`src/sv/mpct_pkg.sv`:
```
`timescale 1ns / 1ps

package mpct_pkg;

  localparam int POS_W  = 11;
  localparam int MAG_W  = 9;
  localparam int BYTE_W = 8;
  localparam int TRK_W  = 2;

  localparam int QDEPTH = 2;
  localparam int QPTR_W = (QDEPTH > 1) ? $clog2(QDEPTH) : 1;

  localparam int APB_DW = 32;
  localparam int APB_AW = 3;

  // Register indexes (paddr[2])
  localparam logic REG_X_LIMIT = 1'b0;
  localparam logic REG_Y_LIMIT = 1'b1;

  localparam logic [POS_W-1:0] X_LIMIT_RST = POS_W'(1024);
  localparam logic [POS_W-1:0] Y_LIMIT_RST = POS_W'(768);

  // Button tracker codes
  localparam logic [TRK_W-1:0] TRK_UP    = 2'd0;
  localparam logic [TRK_W-1:0] TRK_CLICK = 2'd1;
  localparam logic [TRK_W-1:0] TRK_DOWN  = 2'd2;
  localparam logic [TRK_W-1:0] TRK_RSVD  = 2'd3;

  // Status byte bit positions
  localparam int ST_LEFT  = 0;
  localparam int ST_RIGHT = 1;
  localparam int ST_XSIGN = 4;
  localparam int ST_YSIGN = 5;

  // Decoded packet, as it sits in the queue
  typedef struct packed {
    logic [MAG_W-1:0] mag_x;
    logic             grow_x;
    logic [MAG_W-1:0] mag_y;
    logic             grow_y;
    logic             btn_l;
    logic             btn_r;
  } pkt_t;

  // Queue head as seen by the back end
  typedef struct packed {
    logic valid;
    pkt_t pkt;
  } q_head_t;

endpackage

```
`src/sv/mpct_if.sv`:
```
`timescale 1ns / 1ps

interface mpct_in_if;
  import mpct_pkg::*;

  logic              valid;
  logic              ready;
  logic [BYTE_W-1:0] status_byte;
  logic [BYTE_W-1:0] x_byte;
  logic [BYTE_W-1:0] y_byte;

  modport source (output valid, output status_byte, output x_byte, output y_byte,
                  input ready);
  modport sink   (input valid, input status_byte, input x_byte, input y_byte,
                  output ready);
endinterface

interface mpct_out_if;
  import mpct_pkg::*;

  logic             valid;
  logic             ready;
  logic [POS_W-1:0] cursor_x;
  logic [POS_W-1:0] cursor_y;
  logic [TRK_W-1:0] left_state;
  logic [TRK_W-1:0] right_state;

  modport source (output valid, output cursor_x, output cursor_y,
                  output left_state, output right_state, input ready);
  modport sink   (input valid, input cursor_x, input cursor_y,
                  input left_state, input right_state, output ready);
endinterface

```
`src/sv/mpct_front.sv`:
```
`timescale 1ns / 1ps

module mpct_front (
  mpct_in_if.sink          in_ch,
  input  logic             q_full,
  output logic             push,
  output mpct_pkg::pkt_t   push_pkt
);
  import mpct_pkg::*;

  logic xs;
  logic ys;

  assign xs = in_ch.status_byte[ST_XSIGN];
  assign ys = in_ch.status_byte[ST_YSIGN];

  assign in_ch.ready = !q_full;
  assign push        = in_ch.valid && !q_full;

  // Sign-extended byte -> magnitude; negative zero byte means 256
  always_comb begin
    push_pkt.mag_x  = xs ? ({1'b0, ~in_ch.x_byte} + MAG_W'(1)) : {1'b0, in_ch.x_byte};
    push_pkt.mag_y  = ys ? ({1'b0, ~in_ch.y_byte} + MAG_W'(1)) : {1'b0, in_ch.y_byte};
    push_pkt.grow_x = !xs;
    push_pkt.grow_y = ys;   // screen Y: negative packet Y moves down
    push_pkt.btn_l  = in_ch.status_byte[ST_LEFT];
    push_pkt.btn_r  = in_ch.status_byte[ST_RIGHT];
  end

endmodule

```
`src/sv/mpct_queue.sv`:
```
`timescale 1ns / 1ps

module mpct_queue (
  input  logic              clk,
  input  logic              rst_n,
  input  logic              push,
  input  mpct_pkg::pkt_t    push_pkt,
  output logic              full,
  input  logic              pop,
  output mpct_pkg::q_head_t head
);
  import mpct_pkg::*;

  pkt_t              mem_r [QDEPTH];
  logic [QPTR_W-1:0] wr_ptr_r, wr_ptr_nxt;
  logic [QPTR_W-1:0] rd_ptr_r, rd_ptr_nxt;
  logic [QPTR_W:0]   count_r,  count_nxt;

  assign full       = (count_r == (QPTR_W+1)'(QDEPTH));
  assign head.valid = (count_r != '0);
  assign head.pkt   = mem_r[rd_ptr_r];

  always_comb begin
    wr_ptr_nxt = wr_ptr_r;
    rd_ptr_nxt = rd_ptr_r;
    count_nxt  = count_r;
    if (push) begin
      wr_ptr_nxt = (wr_ptr_r == QPTR_W'(QDEPTH-1)) ? '0 : wr_ptr_r + QPTR_W'(1);
    end
    if (pop) begin
      rd_ptr_nxt = (rd_ptr_r == QPTR_W'(QDEPTH-1)) ? '0 : rd_ptr_r + QPTR_W'(1);
    end
    if (push && !pop) begin
      count_nxt = count_r + (QPTR_W+1)'(1);
    end else if (pop && !push) begin
      count_nxt = count_r - (QPTR_W+1)'(1);
    end
  end

  always_ff @(posedge clk) begin
    if (!rst_n) begin
      wr_ptr_r <= '0;
      rd_ptr_r <= '0;
      count_r  <= '0;
    end else begin
      wr_ptr_r <= wr_ptr_nxt;
      rd_ptr_r <= rd_ptr_nxt;
      count_r  <= count_nxt;
    end
  end

  always_ff @(posedge clk) begin
    if (push) begin
      mem_r[wr_ptr_r] <= push_pkt;
    end
  end

endmodule

```
`src/sv/mpct_back.sv`:
```
`timescale 1ns / 1ps

module mpct_back (
  input  logic                         clk,
  input  logic                         rst_n,
  input  mpct_pkg::q_head_t            head,
  output logic                         pop,
  input  logic [mpct_pkg::POS_W-1:0]   x_limit,
  input  logic [mpct_pkg::POS_W-1:0]   y_limit,
  mpct_out_if.source                   out_ch
);
  import mpct_pkg::*;

  function automatic logic [TRK_W-1:0] next_track(logic [TRK_W-1:0] cur, logic pressed);
    logic [TRK_W-1:0] t;
    if (!pressed)          t = TRK_UP;
    else if (cur == TRK_UP) t = TRK_CLICK;
    else                   t = TRK_DOWN;
    return t;
  endfunction

  // Move, floor at zero or add, then cap at limit
  function automatic logic [POS_W-1:0] move_axis(logic [POS_W-1:0] pos,
                                                 logic [MAG_W-1:0] mag,
                                                 logic grow,
                                                 logic [POS_W-1:0] limit);
    logic [POS_W:0] p;
    logic [POS_W:0] m;
    logic [POS_W:0] r;
    p = {1'b0, pos};
    m = (POS_W+1)'(mag);
    if (grow)        r = p + m;
    else if (m >= p) r = '0;
    else             r = p - m;
    if (r > {1'b0, limit}) r = {1'b0, limit};
    return r[POS_W-1:0];
  endfunction

  logic [POS_W-1:0] pos_x_r, pos_x_nxt;
  logic [POS_W-1:0] pos_y_r, pos_y_nxt;
  logic [TRK_W-1:0] left_r,  left_nxt;
  logic [TRK_W-1:0] right_r, right_nxt;
  logic             out_valid_r;
  logic [POS_W-1:0] out_x_r, out_y_r;
  logic [TRK_W-1:0] out_l_r, out_rt_r;

  assign pop = head.valid && (!out_valid_r || out_ch.ready);

  assign pos_x_nxt = move_axis(pos_x_r, head.pkt.mag_x, head.pkt.grow_x, x_limit);
  assign pos_y_nxt = move_axis(pos_y_r, head.pkt.mag_y, head.pkt.grow_y, y_limit);
  assign left_nxt  = next_track(left_r,  head.pkt.btn_l);
  assign right_nxt = next_track(right_r, head.pkt.btn_r);

  always_ff @(posedge clk) begin
    if (!rst_n) begin
      pos_x_r     <= '0;
      pos_y_r     <= '0;
      left_r      <= TRK_UP;
      right_r     <= TRK_UP;
      out_valid_r <= 1'b0;
    end else begin
      if (pop) begin
        pos_x_r     <= pos_x_nxt;
        pos_y_r     <= pos_y_nxt;
        left_r      <= left_nxt;
        right_r     <= right_nxt;
        out_valid_r <= 1'b1;
      end else if (out_ch.ready) begin
        out_valid_r <= 1'b0;
      end
    end
  end

  always_ff @(posedge clk) begin
    if (pop) begin
      out_x_r  <= pos_x_nxt;
      out_y_r  <= pos_y_nxt;
      out_l_r  <= left_nxt;
      out_rt_r <= right_nxt;
    end
  end

  assign out_ch.valid       = out_valid_r;
  assign out_ch.cursor_x    = out_x_r;
  assign out_ch.cursor_y    = out_y_r;
  assign out_ch.left_state  = out_l_r;
  assign out_ch.right_state = out_rt_r;

endmodule

```
`src/sv/mouse_packet_cursor_tracker_unit.sv`:
```
`timescale 1ns / 1ps
// Channel  | Dir | Handshake            | Payload
// ---------+-----+----------------------+-------------------------------------------
// in_ch    | in  | valid/ready          | status_byte, x_byte, y_byte
// out_ch   | out | valid/ready          | cursor_x, cursor_y, left_state, right_state
// APB cfg  | in  | psel/penable, pready | x_limit @0x0, y_limit @0x4 (11 bits each)
//
// One packet per cycle sustained while out_ch is ready. A packet accepted on in_ch is
// decoded into the 2-entry queue, then popped into the result register before it
// reaches out_ch; the back end updates cursor and trackers once per packet.
// Reset (rst_n low, synchronous) clears cursor to 0,0, trackers to up, the
// queue, and loads limits 1024/768. A stalled out_ch holds the result register
// while the queue keeps taking up to two more packets.

module mouse_packet_cursor_tracker_unit (
  input  logic                              clk,
  input  logic                              rst_n,
  mpct_in_if.sink                           in_ch,
  mpct_out_if.source                        out_ch,
  input  logic                              psel,
  input  logic                              penable,
  input  logic                              pwrite,
  input  logic [mpct_pkg::APB_AW-1:0]       paddr,
  input  logic [mpct_pkg::APB_DW-1:0]       pwdata,
  output logic [mpct_pkg::APB_DW-1:0]       prdata,
  output logic                              pready
);
  import mpct_pkg::*;

  logic [POS_W-1:0] x_limit_r;
  logic [POS_W-1:0] y_limit_r;
  logic             cfg_wr;

  logic    q_push;
  logic    q_full;
  logic    q_pop;
  pkt_t    q_push_pkt;
  q_head_t q_head;

  // ---------------- configuration registers ----------------
  assign pready = 1'b1;
  assign cfg_wr = psel && penable && pwrite && pready;

  always_ff @(posedge clk) begin
    if (!rst_n) begin
      x_limit_r <= X_LIMIT_RST;
      y_limit_r <= Y_LIMIT_RST;
    end else if (cfg_wr) begin
      unique case (paddr[2])
        REG_X_LIMIT: x_limit_r <= pwdata[POS_W-1:0];
        REG_Y_LIMIT: y_limit_r <= pwdata[POS_W-1:0];
        default: ;
      endcase
    end
  end

  always_comb begin
    unique case (paddr[2])
      REG_X_LIMIT: prdata = APB_DW'(x_limit_r);
      REG_Y_LIMIT: prdata = APB_DW'(y_limit_r);
      default:     prdata = '0;
    endcase
  end

  // ---------------- front: accept and decode ----------------
  mpct_front u_front (
    .in_ch    (in_ch),
    .q_full   (q_full),
    .push     (q_push),
    .push_pkt (q_push_pkt)
  );

  // ---------------- decoupling queue ----------------
  mpct_queue u_queue (
    .clk      (clk),
    .rst_n    (rst_n),
    .push     (q_push),
    .push_pkt (q_push_pkt),
    .full     (q_full),
    .pop      (q_pop),
    .head     (q_head)
  );

  // ---------------- back: cursor/tracker update + result reg ----------------
  mpct_back u_back (
    .clk     (clk),
    .rst_n   (rst_n),
    .head    (q_head),
    .pop     (q_pop),
    .x_limit (x_limit_r),
    .y_limit (y_limit_r),
    .out_ch  (out_ch)
  );

  // ---------------- assertions ----------------
  a_reset_no_result: assert property (@(posedge clk) !rst_n |=> !out_ch.valid)
    else $error("result valid right after reset");

  a_pop_loads_result: assert property (@(posedge clk) disable iff (!rst_n)
    q_pop |=> out_ch.valid)
    else $error("queue pop did not produce a result");

  a_tracker_code: assert property (@(posedge clk) disable iff (!rst_n)
    out_ch.valid |-> (out_ch.left_state != TRK_RSVD) && (out_ch.right_state != TRK_RSVD))
    else $error("tracker reached reserved code");

  a_no_push_when_full: assert property (@(posedge clk) disable iff (!rst_n)
    q_full && !q_pop |=> q_full || !$past(q_push))
    else $error("queue overflow");

endmodule

```
`src/flat_wrapper.sv`:
```
// flat-port wrapper written by rule: the top's interface ports become plain ports
module mouse_packet_cursor_tracker_unit_flat import mpct_pkg::*;
  (clk, rst_n, psel, penable, pwrite, paddr, pwdata, prdata, pready, in_ch_valid, in_ch_status_byte, in_ch_x_byte, in_ch_y_byte, in_ch_ready, out_ch_valid, out_ch_cursor_x, out_ch_cursor_y, out_ch_left_state, out_ch_right_state, out_ch_ready);
  mpct_in_if in_ch_i ();
  mpct_out_if out_ch_i ();
  input  logic clk;
  input  logic rst_n;
  input  logic psel;
  input  logic penable;
  input  logic pwrite;
  input  logic [mpct_pkg::APB_AW-1:0] paddr;
  input  logic [mpct_pkg::APB_DW-1:0] pwdata;
  output logic [mpct_pkg::APB_DW-1:0] prdata;
  output logic pready;
  input wire logic [$bits(in_ch_i.valid)-1:0] in_ch_valid;
  input wire logic [$bits(in_ch_i.status_byte)-1:0] in_ch_status_byte;
  input wire logic [$bits(in_ch_i.x_byte)-1:0] in_ch_x_byte;
  input wire logic [$bits(in_ch_i.y_byte)-1:0] in_ch_y_byte;
  output wire logic [$bits(in_ch_i.ready)-1:0] in_ch_ready;
  output wire logic [$bits(out_ch_i.valid)-1:0] out_ch_valid;
  output wire logic [$bits(out_ch_i.cursor_x)-1:0] out_ch_cursor_x;
  output wire logic [$bits(out_ch_i.cursor_y)-1:0] out_ch_cursor_y;
  output wire logic [$bits(out_ch_i.left_state)-1:0] out_ch_left_state;
  output wire logic [$bits(out_ch_i.right_state)-1:0] out_ch_right_state;
  input wire logic [$bits(out_ch_i.ready)-1:0] out_ch_ready;
  assign in_ch_i.valid = in_ch_valid;
  assign in_ch_i.status_byte = in_ch_status_byte;
  assign in_ch_i.x_byte = in_ch_x_byte;
  assign in_ch_i.y_byte = in_ch_y_byte;
  assign in_ch_ready = in_ch_i.ready;
  assign out_ch_valid = out_ch_i.valid;
  assign out_ch_cursor_x = out_ch_i.cursor_x;
  assign out_ch_cursor_y = out_ch_i.cursor_y;
  assign out_ch_left_state = out_ch_i.left_state;
  assign out_ch_right_state = out_ch_i.right_state;
  assign out_ch_i.ready = out_ch_ready;
  mouse_packet_cursor_tracker_unit u_core (.clk(clk), .rst_n(rst_n), .in_ch(in_ch_i), .out_ch(out_ch_i), .psel(psel), .penable(penable), .pwrite(pwrite), .paddr(paddr), .pwdata(pwdata), .prdata(prdata), .pready(pready));
endmodule
```
`config.mk`:
```
export PLATFORM = sky130hd
export DESIGN_NAME = mouse_packet_cursor_tracker_unit_flat
export DESIGN_NICKNAME = d
export VERILOG_FILES = /design/src/sv/mpct_pkg.sv /design/src/sv/mpct_if.sv /design/src/sv/mpct_front.sv /design/src/sv/mpct_queue.sv /design/src/sv/mpct_back.sv /design/src/sv/mouse_packet_cursor_tracker_unit.sv /design/src/flat_wrapper.sv
export SDC_FILE = /design/constraint.sdc
export NUM_CORES = 1
export LEC_CHECK = 0
export BUFFER_PORTS_ARGS = -buffer_cell sky130_fd_sc_hd__buf_2
export CELL_PAD_IN_SITES_DETAIL_PLACEMENT = 1
export CELL_PAD_IN_SITES_GLOBAL_PLACEMENT = 2
export CORE_UTILIZATION = 39
export CTS_CLUSTER_SIZE = 8
export DETAILED_ROUTE_END_ITERATION = 12
export PLACE_DENSITY_LB_ADDON = 0.1
export SYNTH_ARGS = -nofsm -noshare
export SYNTH_HDL_FRONTEND = slang
export SYNTH_SLANG_ARGS = --single-unit
```
`constraint.sdc`:
```
create_clock -name clk -period 11.2 [get_ports clk]
set_input_delay 2.8 -clock clk [delete_from_list [all_inputs] [get_ports clk]]
set_output_delay 2.8 -clock clk [all_outputs]
set_load 0.02 [all_outputs]
```
Word-level counts from Yosys, hierarchy flattened. Memories as Yosys holds them, arrays and structs flattened. A register that Yosys moved wholly into a read port is not among the register bits. Index checks and enable logic that the tools add are counted.

Output and inout bits: 61. Register bits: 79. Input bits: 66. Memories kept: 1. Memory bits (writable): 44. Logic and storage cells: 75.

Memories: u_core.u_queue.mem_r (depth 2, width 22, read ports 1, clocked after Yosys merged registers in 1, write ports 1, RTL line mpct_queue.sv:14) `pkt_t mem_r [QDEPTH];`.

Bitwise gates (word level): 3. Equal/unequal tests: 1. Reduce and logical (&&, ||, !) cells: 19. Add/sub/neg operators: 10. Multiplexer cells: 23. $lt $le $gt $ge: 4.

Operators by type and width (count): 32-bit case mux with 2 select lines (1); 12-bit 2-to-1 mux (4); 11-bit by 9-bit adder with 12-bit output (2); 12-bit by 11-bit > comparator with 1-bit output (2); 11-bit by 9-bit subtractor with 12-bit output (2); 9-bit by 11-bit greater-or-equal comparator with 1-bit output (2); 11-bit 2-to-1 mux (2); 8-bit by 1-bit adder with 9-bit output, second input constant (2); 9-bit 2-to-1 mux (2); 8-bit inverter (2); 2-bit 2-to-1 mux (6); 1-bit 2-to-1 mux (8); 1-bit logical AND (6); 2-bit nonzero test (3); 1-bit zero test (5); 2-bit zero test (2); 2-bit AND reduction (2); 1-bit adder, second input constant (2); 2-bit by 1-bit adder with 2-bit output, second input constant (1); 2-bit == test, second input constant (1); 2-bit by 1-bit subtractor with 2-bit output, second input constant (1); 1-bit logical OR (1); 1-bit inverter (1).

Depth between registers and ports, before layout. Gate-level depths: netlist of run 1.

Depth in word-level cells: 7. Gate-level depth with buffers: 23. Depth with buffers taken out: 19.

By module. A second synthesis of run 1 with hierarchy kept.

Cell total of the unflattened synthesis: 816. Area total of the unflattened synthesis: 8151.6 µm².

By module, submodules not included: mpct_back (cells an instance 547, seq. area each 1321.3 µm², area each 4784.6 µm², instances 1); mpct_queue (cells an instance 90, seq. area each 1421.4 µm², area each 1800.5 µm², instances 1); mouse_packet_cursor_tracker_unit (cells an instance 125, seq. area each 440.4 µm², area each 1196.1 µm², instances 1); mpct_front (cells an instance 54, seq. area each 0.0 µm², area each 370.4 µm², instances 1).

Worst setup path after synthesis of run 1. OpenSTA, ideal clock, no wires.

Kind: input -> output. From: in paddr[2] (netlist name). To: out prdata[10] (netlist name). Path buffers: 2. Data arrival time: 3.596 ns. Stages on the path: 3. Slack: 4.804 ns. Data required time: 8.400 ns. Path through: clkbuf_1 > clkbuf_1 > o21ai_0.

Cells in the longest elaborated chain, start to end: 2.

Ends and longest elaborated chain: start, declared (RTL line flat_wrapper.sv:11) `input logic [mpct_pkg::APB_AW-1:0] paddr;`; 1-bit inverter (RTL line mouse_packet_cursor_tracker_unit.sv:58) `unique case (paddr[2])`; 32-bit case mux with 2 select lines * (RTL line mouse_packet_cursor_tracker_unit.sv:58); end, declared (RTL line flat_wrapper.sv:13) `output logic [mpct_pkg::APB_DW-1:0] prdata;`.

Every way passes the cells marked *; elsewhere a longest branch is shown, timed or not. The select of a mux whose other input is x is not followed.

Worst setup path after layout of run 1.
From: in paddr[2] (netlist name). To: out prdata[0] (netlist name).

Same word-level chain as after synthesis.

==> flow_metrics.py, run 1 <==
metrics = {
    "run_status": {
        "status": "completed",
    },
    "pwr": {
        "comb_power_share_pct": 54.6,
        "finalPower_mw": 2.78,
        "irDropWorstVdd_v": 0.000149,
        "switching_power_mw": 1.24,
        "power.static_leakage_nw": 3.72,
        "power_report.internal_total_mw": 1.54,
        "part_of_the_total_power_dissipated_in_sequential_elements_pct": 26.1,
        "power_frac_clock_pct": 19.3,
        "sw_frac_of_total_pct": 44.6,
        "cellPowerDensity_mw_per_mm2": 305,
    },
    "timing": {
        "grt_setup_unrepaired": "no",
        "setup_total_negative_slack_ps": 0,
        "maxSlewViolCount": 0,
        "setup_viol": 0,
        "timing.final.crit_period_ps": 6480,
        "clock-skew-final_ps": 10.1,
        "max_slew_margin_pct": 20.6,
        "finalHoldViolations": 0,
        "achievable-frequency_mhz": 154,
        "tightest_slew_ps": 1190,
        "timing.final.crit_share_pct": 57.9,
    },
    "placed_design": {
        "portBuffers": 77,
        "dp_hpwl_um": 16800,
        "finalWeightedCongestion": 0.826,
        "dpl-instance-area_sq_mm": 0.00853,
    },
    "final_layout": {
        "final.fill_count": 2333,
        "post_synthesis_to_final_layout_area_growth_pct": 12.9,
        "fin_util_pct": 44.9,
        "insertedDiodeCount": 0,
        "most_common_cell_after_layout_fill_and_taps_aside": "nand2_1",
        "total_area_of_multi_input_combinational_cells_sq_mm": 0.00435,
        "drive_gt1_share_pct": 18.2,
        "design.final.nets": 1038,
        "layout.area.seq_sq_mm": 0.00318,
        "final_cell_mix": "nand2_1, buf_2, edfxtp_1, inv_1, ha_1",
        "stdcell_area_sq_mm": 0.00909,
    },
    "critical_path": {
        "crit_fanout": 24,
        "data_arrival_time_of_the_critical_path_ps": 3680,
        "timing.critical_path.required_ps": 8400,
        "worstSetupPathType": "in -> out",
        "crit_path_end_kind": "primary output",
        "type_of_element_launching_the_critical_path": "input port",
    },
    "synthesis": {
        "synth_top_flop_cell": "edfxtp_1",
        "synth.yosys.seq_area_share_pct": 39.5,
        "post_synth_arst_share_pct": 0,
        "synth_top_family_by_area": "compound AO/OA/AOI/OAI gates",
        "synth_enable_flop_cells": 70,
        "synth-warning-count": 0,
        "synth-seq-cells": 124,
        "synthXorXnorAreaFrac_pct": 1.74,
        "synth.avg_cell_area_sq_um": 9.48,
        "syn-instance-count": 850,
        "synth_cell_type_count": 81,
        "synthSimpleGateAreaFrac_pct": 15.2,
        "synth.mux.area_fraction_pct": 6.16,
        "synth_compound_area_share_pct": 19.4,
        "yosys.area_share.adder_pct": 10.5,
        "synth_area_sq_mm": 0.00806,
    },
    "routing": {
        "post_drt_wl_per_cell_um": 18.7,
        "remaining_drc_errors": 0,
        "overall_via_count_from_detail_route": 6383,
        "route.antenna.remaining_nets": 0,
        "drtIter0Drc": 325,
        "totalWireLength_um": 22300,
        "drt_first_pass_iters": 4,
        "via_per_inst": 5.36,
    },
    "global_routing": {
        "grt_pass1_wl_um": 35700,
        "antenna_found_initial": 0,
        "groute.usage.overall_pct": 21.6,
        "first_global_vias": 6680,
        "grt_max_degree": 53,
        "globalRoute.totalOverflow": 0,
    },
    "clock_tree": {
        "tritoncts_clock_tree": "yes",
        "clkSlewWorstSetupHoldPaths_ps": 60,
        "cts_root_buf": "clkbuf_16",
        "clkSinkCount": 124,
        "postCtsSetupBuffers": 0,
        "post_cts_resized": 0,
        "cts_buffers": 17,
        "ctsHtreeMaxLevel": 4,
        "clock_latency_ps": 430,
        "cts.path.max_buffers": 2,
        "holdBufCountCts": 0,
    },
    "floorplan": {
        "chipHeight_um": 146,
        "floorplan.initialDensity_pct": 39.8,
        "num_rows": 52,
        "coreArea_sq_mm": 0.0202,
        "fp.dieArea_sq_mm": 0.0212,
        "dieWidth_um": 146,
        "boundaryPins": 127,
    },
    "min_path": {
        "worst_hold_path_type": "reg -> reg",
    },
    "flow_run": {
        "timing.max_cap.violations": 0,
    },
}
==> logic make-up (layout without fill, tap and decap cells) <==
family                     count (synthesis)  in the layout
and+or+nand+nor                          250            250
buffers and inverters                    129            179
AOI/OAI and AO/OA                        219            219
other                                      2             22
xor gates and xnor gates                  16             16
DFF                                      124            124
muxes                                     45             45
adders and majority gates                 65             65
==> state kept, by name, summed over array words and instances, names as in the netlist, named ones only <==
signal	cells
u_core.u_queue.rd_ptr_r	1
u_core.u_back.out_ch.right_state	2
u_core.u_back.pos_x_r	11
u_core.u_back.out_ch.cursor_x	11
u_core.u_back.out_ch.left_state	2
u_core.x_limit_r	11
u_core.u_queue.mem_r	44
u_core.u_queue.count_r	2
u_core.u_back.out_ch.cursor_y	11
u_core.u_back.right_r	2
u_core.u_back.pos_y_r	11
u_core.u_back.out_ch.valid	1
u_core.u_queue.wr_ptr_r	1
u_core.u_back.left_r	2
u_core.y_limit_r	11
==> synthesized netlist by cell type (22+ instances only) <==
cell type	count	area [sq um]
edfxtp_1	70	2100
o21ai_0	53	265
mux2i_1	23	230
clkbuf_1	25	93.8
dfxtp_1	54	1080
a21oi_1	57	285
inv_1	66	248
nand2_1	90	338
nor2_1	49	184
ha_1	61	763
nand2b_1	22	138
buf_4	27	203
==> routing by layer <==
layer	vias up	global-route usage (%)	share of wire, %
met5	-	0	0
li1	3116	-	-
met3	34	4.45	3.8
met1	3101	28.7	48
met4	0	6.74	1.9
met2	132	35.1	46
==> final timing paths <==
path	from	end	slack, ps	depth (start not counted)
hold / removal	u_core.x_limit_r[2]	u_core.x_limit_r[2]	470	2
setup reg to reg	flop	u_core.u_back.pos_y_r[6]	5170	18
setup / recovery	paddr[2]	prdata[0]	4720	3
hold reg to reg	u_core.x_limit_r[2]	u_core.x_limit_r[2]	470	2
==> stage by stage <==
step | cells | setup WS [ps] | hold WS (ps)
2_1_floorplan | 870 | 4800 | 446
3_3_place_gp | 1158 | 4720 | 457
3_5_place_dp | 1158 | 4720 | 472
4_1_cts | 1190 | 4720 | 479
5_1_grt | 1190 | 4660 | 503
6_report | 1190 | 4720 | 475
==> layout make-up <==
type / instances / area share [%]
well taps: 270 / 3.71
multi-input cells: 617 / 47.8
clock inverters: 15 / 1.51
flip-flops and latches: 124 / 35.0
clock buffers: 17 / 4.68
repair buffers: 80 / 4.48
inverters: 67 / 2.77
==> worst max-delay path, cell delays in order <==
cell and delay [ps]:
buf_2 310, mux2_2 400, buf_2 170
==> power by group through the flow <==
| stage | clock network [mW] | logic, mW | registers, mW |
|---|---|---|---|
| finish | 0.535 | 1.52 | 0.725 |
| CTS | 0.546 | 1.52 | 0.728 |
| global route | 0.568 | 1.67 | 0.742 |
| global placement | 0 | 1.46 | 0.728 |
| detailed placement | 0 | 1.51 | 0.735 |
| floorplan | 0 | 1.07 | 0.773 |
Power figures use the tool's default switching activity.
==> run 2, diff against run 1 <==
- CORE_UTILIZATION: 39 -> 36
- clock period: 11.2 -> 6.4 ns (I/O delays scaled with it)
==> run 2 against run 1 <==
First-iteration DRC count decreased by 31%. Clock skew increased by 5.0 ps. Non-clock buffer count is the same. Combinational power rose by 75%. Critical path type is now reg -> reg. Largest power group unchanged.
==> flow_metrics.py, run 2 (synthesis results as in run 1) <==
metrics = {
    "run_status": {
        "status": "completed",
    },
    "timing": {
        "tightest_slew_ps": 1110,
        "maxSlewViolCount": 0,
        "timing.final.crit_share_pct": 88.1,
        "achievable-frequency_mhz": 177,
        "setup_viol": 0,
        "timing.final.crit_period_ps": 5640,
        "clock-skew-final_ps": 15.1,
        "setup_total_negative_slack_ps": 0,
        "grt_setup_unrepaired": "no",
        "finalHoldViolations": 0,
        "max_slew_margin_pct": 25.7,
    },
    "critical_path": {
        "timing.critical_path.cells": "mux2_2, ha_1, inv_1, fa_1, a21o_1, o2bb2ai_2, o221ai_4, a21boi_4, nor3b_1, o32a_1, ha_1, a2111oi_0, o21ai_0, nor2_1, nor3_1, a221oi_4, mux2_2, o21ba_2",
        "cpMaxStageDelayCell": "dfxtp_1",
        "regToRegSetupSlack_ps": 760,
        "type_of_element_launching_the_critical_path": "flop",
        "r2r_cells": 18,
        "critical-path-max-stage-delay_ps": 700,
        "worstSetupPathType": "reg -> reg",
        "data_arrival_time_of_the_critical_path_ps": 5950,
        "timing.critical_path.required_ps": 6710,
        "crit_path_end_kind": "flop",
        "crit_fanout": 16,
        "r2r_end": "u_core.u_back.pos_y_r[6]",
    },
    "min_path": {
        "worst_hold_path_type": "reg -> reg",
        "whs_endpoint": "u_core.u_back.right_r[1]",
        "min-delay-start": "u_core.u_back.right_r[1]",
        "holdPathStages": 2,
    },
    "global_routing": {
        "antenna_found_initial": 0,
        "globalRoute.totalOverflow": 0,
        "first_global_vias": 6501,
        "groute.usage.overall_pct": 20.0,
        "grt_max_degree": 53,
        "grt_pass1_wl_um": 34700,
    },
    "final_layout": {
        "design.final.nets": 1038,
        "final.fill_count": 2529,
        "insertedDiodeCount": 0,
        "finish.cell_count_without_fillers": 1200,
        "drive_gt1_share_pct": 18.2,
        "largest_register_ffs": 44,
        "post_synthesis_to_final_layout_area_growth_pct": 13.2,
        "final_cell_mix": "nand2_1, buf_2, edfxtp_1, inv_1, ha_1",
        "top_register": "u_core.u_queue.mem_r",
        "most_common_cell_after_layout_fill_and_taps_aside": "nand2_1",
    },
    "floorplan": {
        "floorplan.initialDensity_pct": 36.8,
        "chipHeight_um": 152,
        "num_rows": 54,
        "fp.dieArea_sq_mm": 0.0230,
        "coreArea_sq_mm": 0.0219,
        "dieWidth_um": 152,
        "boundaryPins": 127,
    },
    "clock_tree": {
        "clkSlewWorstSetupHoldPaths_ps": 60,
        "cts_root_buf": "clkbuf_16",
        "ctsHtreeMaxLevel": 4,
        "clkSinkCount": 124,
        "post_cts_resized": 0,
        "cts.path.max_buffers": 2,
        "postCtsSetupBuffers": 0,
        "tritoncts_clock_tree": "yes",
        "cts_buffers": 17,
        "clock_latency_ps": 420,
        "holdBufCountCts": 0,
    },
    "routing": {
        "via_per_inst": 5.34,
        "overall_via_count_from_detail_route": 6407,
        "drtIter0Drc": 223,
        "route.antenna.remaining_nets": 0,
        "post_drt_wl_per_cell_um": 18.7,
        "remaining_drc_errors": 0,
        "drt_first_pass_iters": 4,
        "totalWireLength_um": 22500,
    },
    "placed_design": {
        "portBuffers": 77,
        "dp_hpwl_um": 16800,
        "finalWeightedCongestion": 0.798,
        "post-place-cells": 1168,
    },
    "flow_run": {
        "timing.max_cap.violations": 0,
    },
    "pwr": {
        "irDropWorstVdd_v": 0.000296,
        "power.static_leakage_nw": 3.72,
        "cellPowerDensity_mw_per_mm2": 536,
    },
}
[run 2: changes by cell type in the layout (fill, tap and decap cells not counted)]
cell and change:
inv_6 +5, clkinv_2 -4, inv_8 -1
[run 2: layout make-up]
type	instances	area, sq um	area share (%)
repair buffers	80	408	4.47
clock buffers	17	425	4.66
well taps	280	350	3.84
inverters	67	251	2.76
multi-input cells	617	4350	47.7
clock inverters	15	150	1.65
flip-flops and latches	124	3180	34.9
[run 2: where the power goes]
group | switching (mW) | internal (mW) | total, mW
registers | 0.126 | 1.14 | 1.26
clock network | 0.417 | 0.549 | 0.965
logic | 1.65 | 1.01 | 2.66
[run 2: how the worst max path moves through the flow]
stage               cells after the start  startpoint                  endpoint  slack [ps]
finish                                 18        flop  u_core.u_back.pos_y_r[6]         760
global route                           18        flop  u_core.u_back.pos_y_r[6]         500
CTS                                    18        flop  u_core.u_back.pos_y_r[6]         730
detailed placement                     18        flop  u_core.u_back.pos_y_r[6]         740
global placement                       18        flop  u_core.u_back.pos_y_r[6]         890
floorplan                              21        flop  u_core.u_back.pos_y_r[2]        1370
[run 2: metal layers]
| layer | GRT usage, % | vias to the layer above | routed length [um] | part of all wire, % |
|---|---|---|---|---|
| li1 | - | 3115 | - | - |
| met1 | 28.0 | 3119 | 11400 | 51 |
| met2 | 31.8 | 156 | 9900 | 44 |
| met3 | 3.29 | 17 | 943 | 4.2 |
| met4 | 5.50 | 0 | 231 | 1.0 |
| met5 | 0 | - | 0 | 0 |
[run 2: worst max-delay path, delay by kind of cell, from the launching register on]
kind	cells	cell delay, ps
muxes	2	900
and+or+nand+nor	3	490
AOI/OAI and AO/OA	9	2660
adders and majority gates	3	700
DFF	1	700
buffers and inverters	1	70
[run 2: through the flow]
step / worst slack, ps / total power, mW / hold WS (ps) / utilization (%) / instance area (sq um)
after floorplan: 1370 / 3.23 / 446 / - / 8130
after global placement: 888 / 3.86 / 456 / 39.0 / 8540
after global routing: 500 / 5.22 / 506 / 41.7 / 9120
final: 759 / 4.89 / 475 / 41.7 / 9120
after CTS: 730 / 4.92 / 480 / 41.7 / 9120
after detailed placement: 742 / 3.93 / 466 / 39.0 / 8540
==> run 3, diff against run 2 <==
==> constraint.sdc (replaced) <==
create_clock -name clk -period 6.4 [get_ports clk]
set_input_delay 0.32 -clock clk [delete_from_list [all_inputs] [get_ports clk]]
set_output_delay 0.32 -clock clk [all_outputs]
set_load 0.02 [all_outputs]
==> run 3 against run 2 <==
Final area is essentially flat. Setup slack lost 3.5 ps. Critical path depth fell by 1. Clock power is 0.4% lower. Routed wire length increased by 0.42%. Non-clock buffer count stayed put. Sequential share of layout area about the same. Total power about the same. Flip-flop and latch count unchanged. Maximum frequency about the same. Highest routed layer unchanged.
==> flow_metrics.py, run 3 (synthesis results as in run 1) <==
metrics = {
    "run_status": {
        "status": "completed",
    },
    "global_routing": {
        "globalRoute.totalOverflow": 0,
        "antenna_found_initial": 0,
        "grt_pass1_wl_um": 35600,
        "grt_max_degree": 53,
        "groute.usage.overall_pct": 20.4,
        "first_global_vias": 6576,
    },
    "clock_tree": {
        "clkSlewWorstSetupHoldPaths_ps": 60,
        "tritoncts_clock_tree": "yes",
        "post_cts_resized": 0,
        "clkSinkCount": 124,
        "cts_root_buf": "clkbuf_16",
        "cts.path.max_buffers": 2,
        "ctsHtreeMaxLevel": 4,
        "postCtsSetupBuffers": 0,
        "clock_latency_ps": 420,
        "holdBufCountCts": 0,
        "cts_buffers": 17,
    },
    "floorplan": {
        "num_rows": 54,
        "coreArea_sq_mm": 0.0219,
        "chipHeight_um": 152,
        "floorplan.initialDensity_pct": 36.8,
        "boundaryPins": 127,
        "dieWidth_um": 152,
        "fp.dieArea_sq_mm": 0.0230,
    },
    "routing": {
        "via_per_inst": 5.35,
        "remaining_drc_errors": 0,
        "drtIter0Drc": 273,
        "post_drt_wl_per_cell_um": 18.8,
        "drt_first_pass_iters": 5,
        "overall_via_count_from_detail_route": 6418,
        "route.antenna.remaining_nets": 0,
        "totalWireLength_um": 22600,
    },
    "timing": {
        "tightest_slew_ps": 1120,
        "clock-skew-final_ps": 11.3,
        "setup_viol": 0,
        "achievable-frequency_mhz": 177,
        "max_slew_margin_pct": 25.0,
        "maxSlewViolCount": 0,
        "final_worst_setup_slack_ps": 755,
        "timing.final.crit_share_pct": 88.2,
        "setup_total_negative_slack_ps": 0,
        "timing.final.crit_period_ps": 5640,
        "grt_setup_unrepaired": "no",
        "finalHoldViolations": 0,
    },
    "critical_path": {
        "crit_fanout": 14,
        "timing.critical_path.required_ps": 6710,
        "critical_path_s_top_delay_family": "compound AO/OA/AOI/OAI gates",
        "timing.critical_path.cells": "mux2i_1, inv_1, fa_1, nand2b_1, o221ai_1, a2111o_1, and2_1, o32ai_1, a2bb2oi_1, ha_1, o21ai_0, nand2b_1, a21oi_1, nor3_1, a221oi_4, mux2_2, o21ba_2",
        "crit_path_end_kind": "flop",
        "type_of_element_launching_the_critical_path": "flop",
        "regToRegSetupSlack_ps": 760,
        "cpMaxStageDelayCell": "dfxtp_1",
        "worstSetupPathType": "reg -> reg",
        "critical-path-max-stage-delay_ps": 710,
        "data_arrival_time_of_the_critical_path_ps": 5950,
        "crit_top_cell": "nand2b_1",
        "worstPathBufferInverterCount": 1,
    },
    "final_layout": {
        "final_cell_mix": "nand2_1, buf_2, edfxtp_1, inv_1, ha_1",
        "drive_gt1_share_pct": 18.2,
        "fin_util_pct": 41.7,
        "total_area_of_multi_input_combinational_cells_sq_mm": 0.00435,
        "insertedDiodeCount": 0,
        "most_common_cell_after_layout_fill_and_taps_aside": "nand2_1",
        "largest_register_ffs": 44,
        "final.fill_count": 2498,
        "stdcell_area_sq_mm": 0.00912,
        "layout.area.seq_sq_mm": 0.00318,
        "top_register": "u_core.u_queue.mem_r",
        "design.final.nets": 1038,
        "post_synthesis_to_final_layout_area_growth_pct": 13.2,
    },
    "pwr": {
        "irDropWorstVdd_v": 0.000246,
        "cellPowerDensity_mw_per_mm2": 536,
        "power.static_leakage_nw": 3.72,
    },
    "placed_design": {
        "dp_hpwl_um": 16900,
        "pre_cts_slack_ps": 785,
        "portBuffers": 77,
        "dpl-instance-area_sq_mm": 0.00854,
        "finalWeightedCongestion": 0.799,
    },
    "min_path": {
        "worst_hold_path_type": "in -> reg",
    },
    "flow_run": {
        "timing.max_cap.violations": 0,
    },
}
-- run 3: cell count changes in the layout (fill, tap and decap cells not counted) --
cell / before / now
inv_6: 10 / 8
inv_8: 0 / 2
clkinv_2: 0 / 1
clkinv_4: 2 / 1
-- run 3: area by class of cell --
| cell class | instances | share of cell area, % |
|---|---|---|
| clock buffers | 17 | 4.66 |
| clock inverters | 15 | 1.66 |
| inverters | 67 | 2.76 |
| multi-input cells | 617 | 47.7 |
| flip-flops and latches | 124 | 34.9 |
| well taps | 280 | 3.84 |
| repair buffers | 80 | 4.47 |
-- run 3: power by group --
group,switching [mW],internal [mW]
registers,0.126,1.14
logic,1.65,1.01
clock network,0.412,0.550
total,2.19,2.70
-- run 3: worst paths after layout --
kind,start,depth (start not counted),endpoint
setup / recovery,flop,17,u_core.u_back.pos_y_r[6]
hold / removal,in_ch_status_byte[1],1,u_core.u_queue.mem_r[1][0]
setup reg to reg,flop,17,u_core.u_back.pos_y_r[6]
hold reg to reg,u_core.x_limit_r[4],2,u_core.x_limit_r[4]
-- run 3: per-stage QoR --
| stage | total power [mW] | instances | hold slack, ps |
|---|---|---|---|
| floorplan | 3.23 | 870 | 419 |
| global placement | 3.86 | 1168 | 456 |
| detailed placement | 3.93 | 1168 | 469 |
| CTS | 4.93 | 1200 | 86.3 |
| global route | 5.24 | 1200 | 89.8 |
| finish | 4.89 | 1200 | 105 |
-- run 3: worst register-to-register path, stage by stage, from the launching register on --
cell       delay, ps
dfxtp_1          710
mux2i_1          480
inv_1            150
fa_1             460
nand2b_1          90
o221ai_1         210
a2111o_1         470
and2_1           190
o32ai_1          240
a2bb2oi_1        360
ha_1             320
o21ai_0          200
nand2b_1          80
a21oi_1          160
nor3_1           110
a221oi_4         650
mux2_2           460
o21ba_2          200
-- run 3: per-layer routing --
layer	global-route usage, %	up-vias	part of all wire, %
li1	-	3121	-
met1	28.9	3139	51
met2	32.3	136	44
met3	2.90	22	3.4
met4	5.35	0	1.0
met5	0	-	0
